**config.mk**
```make
export PLATFORM = sky130hd
export DESIGN_NAME = rice_symbol_stream_encoder
export DESIGN_NICKNAME = d
export VERILOG_FILES = /design/src/rtl/rse_pkg.sv /design/src/rtl/rse_front.sv /design/src/rtl/rse_queue.sv /design/src/rtl/rse_packer.sv /design/src/rtl/rice_symbol_stream_encoder.sv
export SDC_FILE = /design/constraint.sdc
export NUM_CORES = 1
export LEC_CHECK = 0
export BUFFER_PORTS_ARGS = -buffer_cell sky130_fd_sc_hd__buf_2
export CAP_MARGIN = 30
export CORE_MARGIN = 1
export CORE_UTILIZATION = 67
export CTS_CLUSTER_SIZE = 24
export DETAILED_ROUTE_END_ITERATION = 6
export PLACE_DENSITY_LB_ADDON = 0.12
export SYNTH_ARGS = -nofsm -noshare
export SYNTH_HDL_FRONTEND = slang
export SYNTH_HIERARCHICAL = 1
export SYNTH_SLANG_ARGS = --single-unit
```
**constraint.sdc**
```tcl
create_clock -name clock -period 7.8 [get_ports clock]
set_input_delay 1.17 -clock clock [delete_from_list [all_inputs] [get_ports clock]]
set_output_delay 1.17 -clock clock [all_outputs]
set_load 0.01 [all_outputs]
```
**src/rtl/rse_pkg.sv**
```systemverilog
package rse_pkg;

   localparam int unsigned SYM_W  = 8;
   localparam int unsigned K_W    = 4;
   localparam int unsigned PLANE_W = 2;
   localparam int unsigned CODE_W = 40;
   localparam int unsigned LEN_W  = 6;
   localparam int unsigned BUF_W  = 47;
   localparam int unsigned ESC_Q  = 32;
   localparam int unsigned MAX_K  = 8;
   localparam int unsigned CSR_AW = 4;
   localparam int unsigned CSR_DW = 32;

   localparam logic [PLANE_W-1:0] PLANE_LUMA     = 2'd0;
   localparam logic [PLANE_W-1:0] PLANE_CHROMA_U = 2'd1;

   typedef enum logic [1:0] {
      REG_K_LUMA,
      REG_K_CHROMA_U,
      REG_K_CHROMA_V
   } reg_index_type;

   // codeword right-aligned in code, len valid bits
   typedef struct packed {
      logic [CODE_W-1:0] code;
      logic [LEN_W-1:0]  len;
      logic              eof;
   } code_type;

endpackage

```
**src/rtl/rse_front.sv**
```systemverilog
module rse_front (
   input  logic                              clock,
   input  logic                              reset,
   input  logic                              csr_psel,
   input  logic                              csr_penable,
   input  logic                              csr_pwrite,
   input  logic [rse_pkg::CSR_AW-1:0]        csr_paddr,
   input  logic [rse_pkg::CSR_DW-1:0]        csr_pwdata,
   output logic [rse_pkg::CSR_DW-1:0]        csr_prdata,
   input  logic [rse_pkg::SYM_W-1:0]         symbol,
   input  logic [rse_pkg::PLANE_W-1:0]       plane,
   input  logic                              end_of_frame,
   output rse_pkg::code_type                 code
);

   logic [rse_pkg::K_W-1:0] k_luma_ff, k_luma_in;
   logic [rse_pkg::K_W-1:0] k_chroma_u_ff, k_chroma_u_in;
   logic [rse_pkg::K_W-1:0] k_chroma_v_ff, k_chroma_v_in;
   rse_pkg::reg_index_type  csr_index;
   logic                    csr_write;
   logic [rse_pkg::K_W-1:0] k_raw;
   logic [rse_pkg::K_W-1:0] k;
   logic [rse_pkg::SYM_W-1:0] z;
   logic [rse_pkg::SYM_W-1:0] q;
   logic [rse_pkg::SYM_W-1:0] rem_mask;
   logic [rse_pkg::CODE_W-1:0] ones;
   logic                    escape;

   assign csr_index = rse_pkg::reg_index_type'(csr_paddr[3:2]);
   assign csr_write = csr_psel & csr_penable & csr_pwrite;

   always_comb begin
      k_luma_in     = k_luma_ff;
      k_chroma_u_in = k_chroma_u_ff;
      k_chroma_v_in = k_chroma_v_ff;
      if (csr_write) begin
         case (csr_index)
            rse_pkg::REG_K_LUMA:     k_luma_in     = csr_pwdata[rse_pkg::K_W-1:0];
            rse_pkg::REG_K_CHROMA_U: k_chroma_u_in = csr_pwdata[rse_pkg::K_W-1:0];
            rse_pkg::REG_K_CHROMA_V: k_chroma_v_in = csr_pwdata[rse_pkg::K_W-1:0];
            default: ;
         endcase
      end
   end

   always_ff @(posedge clock) begin
      if (reset) begin
         k_luma_ff     <= '0;
         k_chroma_u_ff <= '0;
         k_chroma_v_ff <= '0;
      end else begin
         k_luma_ff     <= k_luma_in;
         k_chroma_u_ff <= k_chroma_u_in;
         k_chroma_v_ff <= k_chroma_v_in;
      end
   end

   always_comb begin
      case (csr_index)
         rse_pkg::REG_K_LUMA:     csr_prdata = rse_pkg::CSR_DW'(k_luma_ff);
         rse_pkg::REG_K_CHROMA_U: csr_prdata = rse_pkg::CSR_DW'(k_chroma_u_ff);
         rse_pkg::REG_K_CHROMA_V: csr_prdata = rse_pkg::CSR_DW'(k_chroma_v_ff);
         default:                 csr_prdata = '0;
      endcase
   end

   // plane code 3 shares the second chroma k
   always_comb begin
      if (plane == rse_pkg::PLANE_LUMA) begin
         k_raw = k_luma_ff;
      end else if (plane == rse_pkg::PLANE_CHROMA_U) begin
         k_raw = k_chroma_u_ff;
      end else begin
         k_raw = k_chroma_v_ff;
      end
   end

   assign k = (k_raw > rse_pkg::K_W'(rse_pkg::MAX_K)) ? rse_pkg::K_W'(rse_pkg::MAX_K) : k_raw;

   // zigzag of symbol - 128
   assign z = symbol[7] ? {symbol[6:0], 1'b0} : ~{symbol[6:0], 1'b0};
   assign q = z >> k;
   assign escape = |q[7:5];
   assign rem_mask = rse_pkg::SYM_W'((9'd1 << k) - 9'd1);
   assign ones = (rse_pkg::CODE_W'(1) << q[4:0]) - rse_pkg::CODE_W'(1);

   always_comb begin
      code.eof = end_of_frame;
      if (escape) begin
         code.code = {{rse_pkg::ESC_Q{1'b1}}, z};
         code.len  = rse_pkg::LEN_W'(rse_pkg::CODE_W);
      end else begin
         code.code = (ones << (rse_pkg::LEN_W'(k) + rse_pkg::LEN_W'(1)))
                     | rse_pkg::CODE_W'(z & rem_mask);
         code.len  = rse_pkg::LEN_W'(q) + rse_pkg::LEN_W'(k) + rse_pkg::LEN_W'(1);
      end
   end

endmodule

```
**src/rtl/rse_queue.sv**
```systemverilog
module rse_queue #(
   parameter int unsigned DEPTH = 4
) (
   input  logic              clock,
   input  logic              reset,
   input  logic              push,
   input  rse_pkg::code_type push_data,
   output logic              full,
   input  logic              pop,
   output logic              head_valid,
   output rse_pkg::code_type head
);

   localparam int unsigned PTR_W = (DEPTH > 1) ? $clog2(DEPTH) : 1;
   localparam int unsigned CNT_W = $clog2(DEPTH + 1);

   rse_pkg::code_type  slot_ff [DEPTH];
   logic [PTR_W-1:0]   wr_ptr_ff, wr_ptr_in;
   logic [PTR_W-1:0]   rd_ptr_ff, rd_ptr_in;
   logic [CNT_W-1:0]   count_ff, count_in;
   logic               do_push;
   logic               do_pop;

   assign full       = (count_ff == CNT_W'(DEPTH));
   assign head_valid = (count_ff != '0);
   assign head       = slot_ff[rd_ptr_ff];
   assign do_push    = push & ~full;
   assign do_pop     = pop & head_valid;

   always_comb begin
      wr_ptr_in = wr_ptr_ff;
      rd_ptr_in = rd_ptr_ff;
      count_in  = count_ff;
      if (do_push) begin
         wr_ptr_in = (wr_ptr_ff == PTR_W'(DEPTH - 1)) ? '0 : wr_ptr_ff + PTR_W'(1);
      end
      if (do_pop) begin
         rd_ptr_in = (rd_ptr_ff == PTR_W'(DEPTH - 1)) ? '0 : rd_ptr_ff + PTR_W'(1);
      end
      if (do_push && !do_pop) begin
         count_in = count_ff + CNT_W'(1);
      end else if (do_pop && !do_push) begin
         count_in = count_ff - CNT_W'(1);
      end
   end

   always_ff @(posedge clock) begin
      if (reset) begin
         wr_ptr_ff <= '0;
         rd_ptr_ff <= '0;
         count_ff  <= '0;
      end else begin
         wr_ptr_ff <= wr_ptr_in;
         rd_ptr_ff <= rd_ptr_in;
         count_ff  <= count_in;
      end
   end

   always_ff @(posedge clock) begin
      if (do_push) begin
         slot_ff[wr_ptr_ff] <= push_data;
      end
   end

endmodule

```
**src/rtl/rse_packer.sv**
```systemverilog
module rse_packer (
   input  logic              clock,
   input  logic              reset,
   input  logic              head_valid,
   input  rse_pkg::code_type head,
   output logic              pop,
   output logic              rsp_tvalid,
   input  logic              rsp_tready,
   output logic [7:0]        rsp_tdata,
   output logic              rsp_tlast
);

   localparam int unsigned BW = rse_pkg::BUF_W;
   localparam int unsigned LW = rse_pkg::LEN_W;

   // bit buffer, first bit at the top, unused bits zero
   logic [BW-1:0] buf_ff, buf_in;
   logic [LW-1:0] cnt_ff, cnt_in;
   logic          eof_ff, eof_in;
   logic          valid_ff, valid_in;
   logic [7:0]    data_ff, data_in;
   logic          last_ff, last_in;

   logic          out_free;
   logic          emit;
   logic          last;
   logic [BW-1:0] buf_a;
   logic [LW-1:0] cnt_a;
   logic          eof_a;
   logic [LW-1:0] shamt;

   assign out_free = ~valid_ff | rsp_tready;
   assign emit     = ((cnt_ff >= LW'(8)) | (eof_ff & (cnt_ff != '0))) & out_free;
   assign last     = eof_ff & (cnt_ff <= LW'(8));

   always_comb begin
      buf_a = buf_ff;
      cnt_a = cnt_ff;
      eof_a = eof_ff;
      if (emit) begin
         buf_a = buf_ff << 8;
         cnt_a = (cnt_ff >= LW'(8)) ? cnt_ff - LW'(8) : '0;
         eof_a = eof_ff & ~last;
      end
   end

   assign pop   = head_valid & (cnt_a < LW'(8)) & ~eof_a;
   assign shamt = LW'(BW) - cnt_a - head.len;

   always_comb begin
      buf_in = buf_a;
      cnt_in = cnt_a;
      eof_in = eof_a;
      if (pop) begin
         buf_in = buf_a | (BW'(head.code) << shamt);
         cnt_in = cnt_a + head.len;
         eof_in = head.eof;
      end
   end

   always_comb begin
      valid_in = valid_ff & ~rsp_tready;
      data_in  = data_ff;
      last_in  = last_ff;
      if (emit) begin
         valid_in = 1'b1;
         data_in  = buf_ff[BW-1 -: 8];
         last_in  = last;
      end
   end

   always_ff @(posedge clock) begin
      if (reset) begin
         buf_ff   <= '0;
         cnt_ff   <= '0;
         eof_ff   <= 1'b0;
         valid_ff <= 1'b0;
      end else begin
         buf_ff   <= buf_in;
         cnt_ff   <= cnt_in;
         eof_ff   <= eof_in;
         valid_ff <= valid_in;
      end
   end

   always_ff @(posedge clock) begin
      data_ff <= data_in;
      last_ff <= last_in;
   end

   assign rsp_tvalid = valid_ff;
   assign rsp_tdata  = data_ff;
   assign rsp_tlast  = last_ff;

endmodule

```
**src/rtl/rice_symbol_stream_encoder.sv**
```systemverilog
// channel  | dir | tdata          | tuser      | tlast
// req_     | in  | [7:0] symbol   | [1:0] plane| end_of_frame
// rsp_     | out | [7:0] out_byte | -          | last_byte
// csr_     | in  | APB, k_luma @0x0, k_chroma_u @0x4, k_chroma_v @0x8
//
// One request per cycle enters while the queue has room; its codeword is formed on acceptance.
// Packer sends one byte per cycle while the output is free and bits are buffered; it takes
// a request only when under eight bits remain and no frame end is pending, and req_tready
// falls while all QUEUE_DEPTH entries are taken.
// Output register holds a stalled byte while the next one is packed.
// Synchronous reset clears the k registers, bit buffer, queue and output valid.
module rice_symbol_stream_encoder #(
   parameter int unsigned QUEUE_DEPTH = 4
) (
   input  logic        clock,
   input  logic        reset,
   input  logic        req_tvalid,
   output logic        req_tready,
   input  logic [7:0]  req_tdata,   // [7:0] symbol
   input  logic [1:0]  req_tuser,   // [1:0] plane
   input  logic        req_tlast,
   output logic        rsp_tvalid,
   input  logic        rsp_tready,
   output logic [7:0]  rsp_tdata,   // [7:0] out_byte
   output logic        rsp_tlast,
   input  logic        csr_psel,
   input  logic        csr_penable,
   input  logic        csr_pwrite,
   input  logic [3:0]  csr_paddr,
   input  logic [31:0] csr_pwdata,
   output logic [31:0] csr_prdata,
   output logic        csr_pready
);

   rse_pkg::code_type front_code;
   rse_pkg::code_type head;
   logic              queue_full;
   logic              head_valid;
   logic              pop;

   assign csr_pready = 1'b1;
   assign req_tready = ~queue_full;

   rse_front u_front (
      .clock        (clock),
      .reset        (reset),
      .csr_psel     (csr_psel),
      .csr_penable  (csr_penable),
      .csr_pwrite   (csr_pwrite),
      .csr_paddr    (csr_paddr),
      .csr_pwdata   (csr_pwdata),
      .csr_prdata   (csr_prdata),
      .symbol       (req_tdata),
      .plane        (req_tuser),
      .end_of_frame (req_tlast),
      .code         (front_code)
   );

   rse_queue #(
      .DEPTH (QUEUE_DEPTH)
   ) u_queue (
      .clock      (clock),
      .reset      (reset),
      .push       (req_tvalid),
      .push_data  (front_code),
      .full       (queue_full),
      .pop        (pop),
      .head_valid (head_valid),
      .head       (head)
   );

   rse_packer u_packer (
      .clock      (clock),
      .reset      (reset),
      .head_valid (head_valid),
      .head       (head),
      .pop        (pop),
      .rsp_tvalid (rsp_tvalid),
      .rsp_tready (rsp_tready),
      .rsp_tdata  (rsp_tdata),
      .rsp_tlast  (rsp_tlast)
   );

endmodule

```
* Word level (Yosys, flattened, before mapping)
Memories as Yosys holds them, arrays and structs flattened. A register that Yosys moved wholly into a read port is not among the register bits.
Cells that the tools add are included.
** Word-level totals
- Flip-flop bits (word level) :: 83
- Bits in writable memories :: 188
- Output and inout port bits :: 44
- Word-level logic and storage cells :: 98
- Memories kept :: 1
** Memories
- u_queue.slot_ff :: depth 4, bits a word 47, rd ports 1, clocked after memory_dff 1, wr ports 1, line rse_queue.sv:17 : rse_pkg::code_type slot_ff [DEPTH];
** Cells by class
- $add $sub $neg :: 13
- $lt $le $gt $ge :: 4
- Equality and inequality tests :: 6
- Shift-type cells :: 5
- Multiplexer cells :: 22
- Bitwise gates (word level) :: 22
- Reduce and logical (&&, ||, !) cells :: 13
** Operators by type and width (count)
- 47-bit 2-to-1 mux :: 2
- 47-bit OR :: 1
- 40-bit by 6-bit << shifter with 47-bit output :: 1
- 46-bit 2-to-1 mux :: 1
- 40-bit OR :: 1
- 1-bit by 5-bit << shifter with 40-bit output, first input constant :: 1
- 40-bit by 6-bit << shifter with 40-bit output :: 1
- 40-bit by 2-bit subtractor with 40-bit output, second input constant :: 1
- 6-bit 2-to-1 mux :: 3
- 4-bit 2-to-1 mux :: 3
- 4-bit case mux with 3 select lines :: 1
- 1-bit AND :: 11
- 8-bit AND :: 1
- 2-bit 2-to-1 mux :: 4
- 8-bit 2-to-1 mux :: 1
- 8-bit NOT :: 1
- 1-bit by 4-bit << shifter with 8-bit output, first input constant :: 1
- 8-bit by 4-bit right shift with 8-bit output :: 1
- 8-bit by 1-bit subtractor with 8-bit output, second input constant :: 1
- 6-bit by 1-bit adder with 6-bit output, second input constant :: 1
- 6-bit by 4-bit adder with 6-bit output :: 1
- 6-bit adder :: 1
- 2-bit == test, second input constant :: 3
- 6-bit by 4-bit greater-or-equal comparator with 1-bit output, second input constant :: 1
- other kinds (24) :: 41

* Logic depth before layout (Yosys ltp)
Gate-level depths: netlist (run 1).
- Word-level depth :: 12
- Gate-level depth with buffers :: 21
- Gate-level depth less buffers :: 17

* Cells and area by module
The synthesis (run 1) kept the hierarchy.
** Modules (own cells, without submodules)
- rse_queue :: instances 1, cells an instance 295, area each 7282.0 um2, sequential area each 5825.6 um2
- rse_packer :: instances 1, cells an instance 523, area each 5340.1 um2, sequential area each 1371.3 um2
- rse_front :: instances 1, cells an instance 637, area each 4530.6 um2, sequential area each 240.2 um2
- rice_symbol_stream_encoder :: instances 1, cells an instance 3, area each 15.0 um2, sequential area each 0.0 um2

* Least setup slack after synthesis (run 1)
No wires, ideal clock.
- Kind :: input to register
- Start point :: input port req_tuser[0]
- End point :: memory u_queue/slot_ff[0][21] (netlist bit), data pin
- Library setup time :: 0.268 ns
- Arrival time :: 4.901 ns
- Required time :: 7.532 ns
- Path slack :: 2.631 ns
- Stages :: 19
- Path buffers :: 5
- Cells stage by stage :: buf_6 mux2_4 o21a_1 buf_4 o22ai_1 a221oi_2 a2111oi_4 buf_6 nand3_1 ha_1 clkbuf_1 inv_1 clkbuf_1 nor2_1 o21ai_1 and2_1 inv_1 mux4_2 o22a_1
** RTL lines
- from (decl) :: line rice_symbol_stream_encoder.sv:20 : input logic [1:0] req_tuser,
- to (decl) :: line rse_queue.sv:17

==> out/results.ini, run 1 <==
[outcome]
outcome = completed

[drt]
drc_errors = 0
highest_layer = met4
totalWireLength_mm = 41.7
antenna_left = 0
drt_pre_antenna_iters = 5
wl_per_cell_um = 23.2
vias = 12500
wl_met1_mm = 17.2
avgViaCountPerCell = 6.96
drtIter0Drc = 1436
wl_met2_mm = 20.0
met3_length_mm = 2.92

[cells_and_area]
final_nets = 1535
finalNonFillerCells = 1798
area_growth_pct = 6.02
layout_commonest_cell = edfxtp_1
final_cell_mix = edfxtp_1 (197), mux2i_1 (158), nand2_1 (119), nor2_1 (88), mux4_2 (79)
final_layout_size_suffix_gt1_share_pct = 20.1
fill_cells = 1724
diodes = 0

[global_routing]
grt_pass1_wl_mm = 65.8
grt_pass1_vias = 11800
grt_overflow_total = 0
groute.usage.overall_pct = 31.9
grt_antenna_before_repair = 0
grt_max_degree = 73

[yosys]
ys_seq_area_share_pct = 43.3
synth_top_area_share_pct = 34.5
synth_edf_count = 197
async_flop_share_pct = 0
synth_top_area_cell = edfxtp_1
synthCells = 1458
ys_ff_latch = 273
avgSynthCellArea_sq_um = 11.8
ys_warn_count = 6
ys.flop_type = edfxtp_1
syn_area_sq_mm = 0.0172
synth_area_leaders = edfxtp_1 (34%), mux4_2 (10%), mux2i_1 (9.2%), dfxtp_1 (8.9%), nand2_1 (2.6%)
synth_cell_types = 114

[hold_path]
worstHoldStart = u_packer/buf_ff[46]$_SDFF_PP0_
hold_depth = 0
hold_class = flop to flop
whs_endpoint = u_packer/rsp_tdata[7]$_DFFE_PN_

[cts]
cts_buffers = 29
clkLatencyLatePin_ps = 530
cts_tree = built
root_buffer = clkbuf_16
post_cts_resize_count = 0
postCtsSetupBuffers = 0
clock-sinks = 273
clkSlewWorstSetupHoldPaths_ps = 50
htree_levels = 1
ctsHoldBuffers = 0
cts_max_path_buffers = 3

[job]
max_cap_violations = 0

[critical_path]
critPathBufInv = 3
crit_family = compound AO/OA/AOI/OAI gates
cp.arrival_ps = 6290
timing.rr.end = u_queue/slot_ff[0][33]$_DFFE_PP_
rrSetupSlack_ps = 2270
crit_type = input pin to flop
r2r_start = u_front/k_luma_ff[3]$_SDFFE_PP0P_
crit_chain = buf_2, mux2_4, o21a_1, o22ai_1, a221oi_2, a2111oi_4, nand3_1, ha_1, buf_4, inv_1, nor2_1, nand2_1, o31ai_1, o31a_1, mux2i_1, a31o_1, nor2_1
critPathMaxFanout = 14
cpMostUsedCell = nor2_1
critical_path.max_stage_delay_ps = 730
end_kind = flop
slowest_stage = a2111oi_4
worstPathRequired_ps = 8030
start_kind = input pin
reg2regPathDepth = 16

[timing]
fin_crit_sh_pct = 77.8
setup_viol = 0
worstMarginPinSlew_ps = 975
finalClockSkew_ps = 14.7
max_freq_mhz = 165
final_max_slew_viol_count = 0
min_period_ps = 6060
fin_ws_ps = 1740
timing.hold.ws_ps = 431
tns_ps = 0
rsz0062_at_grt = false
slew_headroom_pct = 34.0
hold_viol_final = 0

[place]
dp.cells = 1748
io_buffers = 38
place.gp.congestion = 0.985
pre_cts_slack_ps = 1350
dpl.hpwl_mm = 28.6

[die]
fp.dieH_um = 162
core_sq_mm = 0.0252
fp.dieArea_sq_mm = 0.0263
boundaryPins = 98
start_util_pct = 68.2
die_w_um = 162
rows = 58

[cell families (layout without fill, tap and decap cells)]
| logic type | after synthesis | in the layout | share of synthesized area, % |
|---|---|---|---|
| and+or+nand+nor | 331 | 331 | 9.31 |
| other | 2 | 29 | 0.0437 |
| xor gates and xnor gates | 31 | 31 | 1.86 |
| AOI/OAI and AO/OA | 354 | 354 | 15.9 |
| DFF | 273 | 273 | 43.3 |
| buffers and inverters | 168 | 151 | 5.51 |
| adders and majority gates | 33 | 33 | 2.48 |
| muxes | 266 | 266 | 21.6 |
[cell type report]
cell class                 count  area, sq um  area share [%]
clock buffer                  36          752            4.13
clock inverter                14          120           0.660
inverter                      32          141           0.777
multi-input combinational   1044         8910            49.0
tap                          330          413            2.27
sequential                   273         7440            40.9
timing repair buffer          69          423            2.32
[synthesized netlist by cell type, types with 23 or more instances]
master / instances
o21ai_0: 37
nand3_1: 26
nand2_1: 119
mux4_2: 79
o22ai_1: 29
clkbuf_1: 50
nor2_1: 88
a21oi_1: 73
edfxtp_1: 197
dfxtp_1: 76
inv_1: 23
mux2i_1: 158
ha_1: 30
buf_4: 42
[stage by stage]
step | utilization [%] | cell area (sq um)
final | 72.3 | 18200
after global routing | 72.3 | 18200
after CTS | 72.3 | 18200
after detailed placement | 68.8 | 17300
after global placement | 68.8 | 17300
after floorplan | - | 17300
[worst register-to-register path, cell delays in order, from the launching register on]
cell and delay, ps:
dfxtp_1 340, mux2_4 300, o21a_1 460, o22ai_1 370, a221oi_2 160, a2111oi_4 730
nand3_1 240, ha_1 370, buf_4 260, inv_1 360, nor2_1 120, nand2_1 110
o31ai_1 110, o31a_1 320, mux2i_1 190, a31o_1 590, nor2_1 200
[metal layers]
metal | GRT usage [%] | vias to the layer above
met4 | 12.7 | 0
met2 | 51.5 | 649
met3 | 3.42 | 113
li1 | - | 5605
met1 | 44.6 | 6143
met5 | 0 | -
[state kept, by name, indices dropped and copies added, names as in the netlist, named ones only]
name                   count
u_queue/wr_ptr_ff          2
u_packer/buf_ff           47
u_packer/rsp_tdata         8
u_front/k_chroma_u_ff      4
u_packer/rsp_tlast         1
u_queue/rd_ptr_ff          2
u_packer/eof_ff            1
u_queue/slot_ff          188
u_queue/count_ff           3
u_packer/rsp_tvalid        1
u_front/k_luma_ff          4
u_front/k_chroma_v_ff      4
u_packer/cnt_ff            6
[worst max-delay path by stage]
stage	start	endpoint	slack, ps	cells past startpoint
after floorplan	req_tuser[0]	u_queue/slot_ff[0][21]$_DFFE_PP_	2630	19
after global placement	req_tuser[1]	u_queue/slot_ff[1][33]$_DFFE_PP_	1440	18
after detailed placement	req_tuser[1]	u_queue/slot_ff[2][33]$_DFFE_PP_	1350	18
after CTS	req_tuser[1]	u_queue/slot_ff[0][33]$_DFFE_PP_	1850	18
after global routing	req_tuser[1]	u_queue/slot_ff[0][33]$_DFFE_PP_	1430	18
final	req_tuser[0]	u_queue/slot_ff[0][33]$_DFFE_PP_	1740	17
Power of run 1 is left out: the tool's default activity adds up to more than one toggle a clock period on the data nets, which glitch-free logic cannot reach.
==> run 2: changes to the inputs <==
CORE_UTILIZATION = 56   (was 67)
clock period = 5.2 ns   (was 7.8 ns; I/O delays follow)
==> run 2 against run 1 <==
Effect of this change:
- global-route usage shrank 5.4 points
- sequential share of layout area shrank 1.3 points
- largest cell class unchanged
- wire length shrank 0.75%
- die area up 19%
- sequential cell count did not move
- final cell count grew 6.3%
- critical endpoint is now u_queue/slot_ff[3][46]$_DFFE_PP_
==> out/results.ini, run 2 (synthesis gave the netlist of run 1 again) <==
[timing]
min_period_ps = 4690
slew_headroom_pct = 34.3  ; was 34.0%
fin_crit_sh_pct = 90.3
rsz0062_at_grt = false  ; unchanged
timing.hold.ws_ps = 433  ; was 431 ps
final_max_slew_viol_count = 0  ; unchanged
worstMarginPinSlew_ps = 986  ; was 975 ps
setup_viol = 0  ; unchanged
finalClockSkew_ps = 13.4  ; was 14.7 ps
hold_viol_final = 0  ; unchanged
tns_ps = 0  ; unchanged
max_freq_mhz = 213

[cts]
post_cts_resize_count = 0  ; unchanged
postCtsSetupBuffers = 0  ; unchanged
root_buffer = clkbuf_16  ; unchanged
clkSlewWorstSetupHoldPaths_ps = 60  ; was 50 ps
cts_max_path_buffers = 3  ; unchanged
cts_tree = built  ; unchanged
clock-sinks = 273  ; unchanged
htree_levels = 1  ; unchanged
ctsHoldBuffers = 0  ; unchanged
cts_buffers = 30  ; was 29
clkLatencyLatePin_ps = 550  ; was 530 ps

[hold_path]
hold_class = flop to flop  ; unchanged
whs_endpoint = u_packer/rsp_tdata[7]$_DFFE_PN_  ; unchanged
hold_depth = 0  ; unchanged
worstHoldStart = u_packer/buf_ff[46]$_SDFF_PP0_  ; unchanged

[cells_and_area]
final_nets = 1584  ; was 1535
final_layout_size_suffix_gt1_share_pct = 23.3  ; was 20.1%
area_growth_pct = 9.41  ; was 6.02%
top_register = u_queue/slot_ff  ; unchanged
layout_commonest_cell = edfxtp_1  ; unchanged
largest_reg_flops = 188  ; unchanged
fill_cells = 2368  ; was 1724
diodes = 0  ; unchanged
final_cell_mix = edfxtp_1 (197), mux2i_1 (158), nand2_1 (119), nor2_1 (88), mux4_2 (79)  ; unchanged
final_util_pct = 62.9  ; was 72.3%

[die]
fp.dieH_um = 177  ; was 162 um
fp.dieArea_sq_mm = 0.0314  ; was 0.0263 sq mm
boundaryPins = 98  ; unchanged
rows = 63  ; was 58
start_util_pct = 57.5  ; was 68.2%
die_w_um = 177  ; was 162 um
core_sq_mm = 0.0299  ; was 0.0252 sq mm

[critical_path]
reg2regPathDepth = 16  ; unchanged
worstPathRequired_ps = 5510  ; was 8030 ps
slowest_stage = a31oi_1  ; was a2111oi_4
cp.arrival_ps = 5000  ; was 6290 ps
crit_family = compound AO/OA/AOI/OAI gates  ; unchanged
critPathMaxFanout = 12  ; was 14
cpMostUsedCell = buf_4  ; was nor2_1
timing.rr.end = u_queue/slot_ff[3][46]$_DFFE_PP_  ; was u_queue/slot_ff[0][33]$_DFFE_PP_
start_kind = input pin  ; unchanged
crit_chain = buf_2, mux2_4, o21a_1, buf_4, mux2i_1, o221a_2, a32oi_2, nand3_1, ha_1, buf_4, nand3_1, a31oi_1, a31oi_1, a22oi_2, a31oi_4, a21oi_1, buf_4  ; was buf_2, mux2_4, o21a_1, o22ai_1, a221oi_2, a2111oi_4, nand3_1, ha_1, buf_4, inv_1, nor2_1, nand2_1, o31ai_1, o31a_1, mux2i_1, a31o_1, nor2_1
critical_path.max_stage_delay_ps = 480  ; was 730 ps
crit_type = input pin to flop  ; unchanged
rrSetupSlack_ps = 630  ; was 2270 ps
critPathBufInv = 4  ; was 3
r2r_start = u_front/k_chroma_v_ff[0]$_SDFFE_PP0P_  ; was u_front/k_luma_ff[3]$_SDFFE_PP0P_
end_kind = flop  ; unchanged

[place]
place.gp.congestion = 0.925  ; was 0.985
io_buffers = 38  ; unchanged
dpl.hpwl_mm = 29.7  ; was 28.6 mm

[drt]
drtIter0Drc = 987  ; was 1436
totalWireLength_mm = 41.4  ; was 41.7 mm
antenna_left = 0  ; unchanged
drc_errors = 0  ; unchanged
drt_pre_antenna_iters = 5  ; unchanged
wl_per_cell_um = 21.7  ; was 23.2 um
avgViaCountPerCell = 6.43  ; was 6.96
vias = 12300  ; was 12.5k

[global_routing]
grt_pass1_vias = 11700  ; was 11.8k
groute.usage.overall_pct = 26.5  ; was 31.9%
grt_overflow_total = 0  ; unchanged
grt_antenna_before_repair = 0  ; unchanged
grt_pass1_wl_mm = 65.2  ; was 65.8 mm
grt_max_degree = 51  ; was 73

[outcome]
outcome = completed  ; unchanged

[job]
max_cap_violations = 0  ; unchanged

[run 2: cell count changes in the layout (fill, tap and decap cells not counted), sizes merged]
| cell | change |
|---|---|
| inv | +3 |
| bufinv | -1 |
| clkinv | -7 |
| clkinvlp | +2 |
| clkbuf | +9 |
| buf | +48 |
[run 2: final cells by class]
class                           count  area, sq um  area share, %
Clock buffer                       45          880           4.68
Clock inverter                     11          114          0.606
Inverter                           32          141          0.753
Multi-Input combinational cell   1044         8910           47.4
Sequential cell                   273         7440           39.6
Tap cell                          390          488           2.60
Timing Repair Buffer              117          808           4.30
[run 2: how the worst max path moves through the flow]
| stage | from | endpoint | cells past startpoint |
|---|---|---|---|
| after detailed placement | req_tdata[7] | u_queue/slot_ff[0][46]$_DFFE_PP_ | 16 |
| after global routing | req_tdata[7] | u_queue/slot_ff[3][46]$_DFFE_PP_ | 16 |
| after CTS | req_tdata[7] | u_queue/slot_ff[2][46]$_DFFE_PP_ | 16 |
| final | req_tuser[0] | u_queue/slot_ff[3][46]$_DFFE_PP_ | 17 |
| after floorplan | req_tuser[0] | u_queue/slot_ff[0][21]$_DFFE_PP_ | 19 |
| after global placement | req_tuser[0] | u_queue/slot_ff[0][46]$_DFFE_PP_ | 17 |
[run 2: through the flow]
stage          cells  setup WS [ps]  area, sq um
3_5_place_dp    1856           77.3        17800
6_report        1912            506        18800
2_1_floorplan   1485            421        17300
5_1_grt         1912            255        18800
4_1_cts         1912            644        18800
3_3_place_gp    1856            145        17800
[run 2: routing by layer]
metal | vias to the layer above | part of all wire [%] | global-route usage [%] | routed length [um]
met3 | 71 | 5.2 | 2.62 | 2150
met4 | 0 | 1.9 | 6.61 | 791
met5 | - | 0 | 0 | 0
li1 | 5717 | - | - | -
met1 | 6052 | 44 | 37.2 | 18300
met2 | 446 | 49 | 44.2 | 20100
Power of run 2 is left out for the same reason.
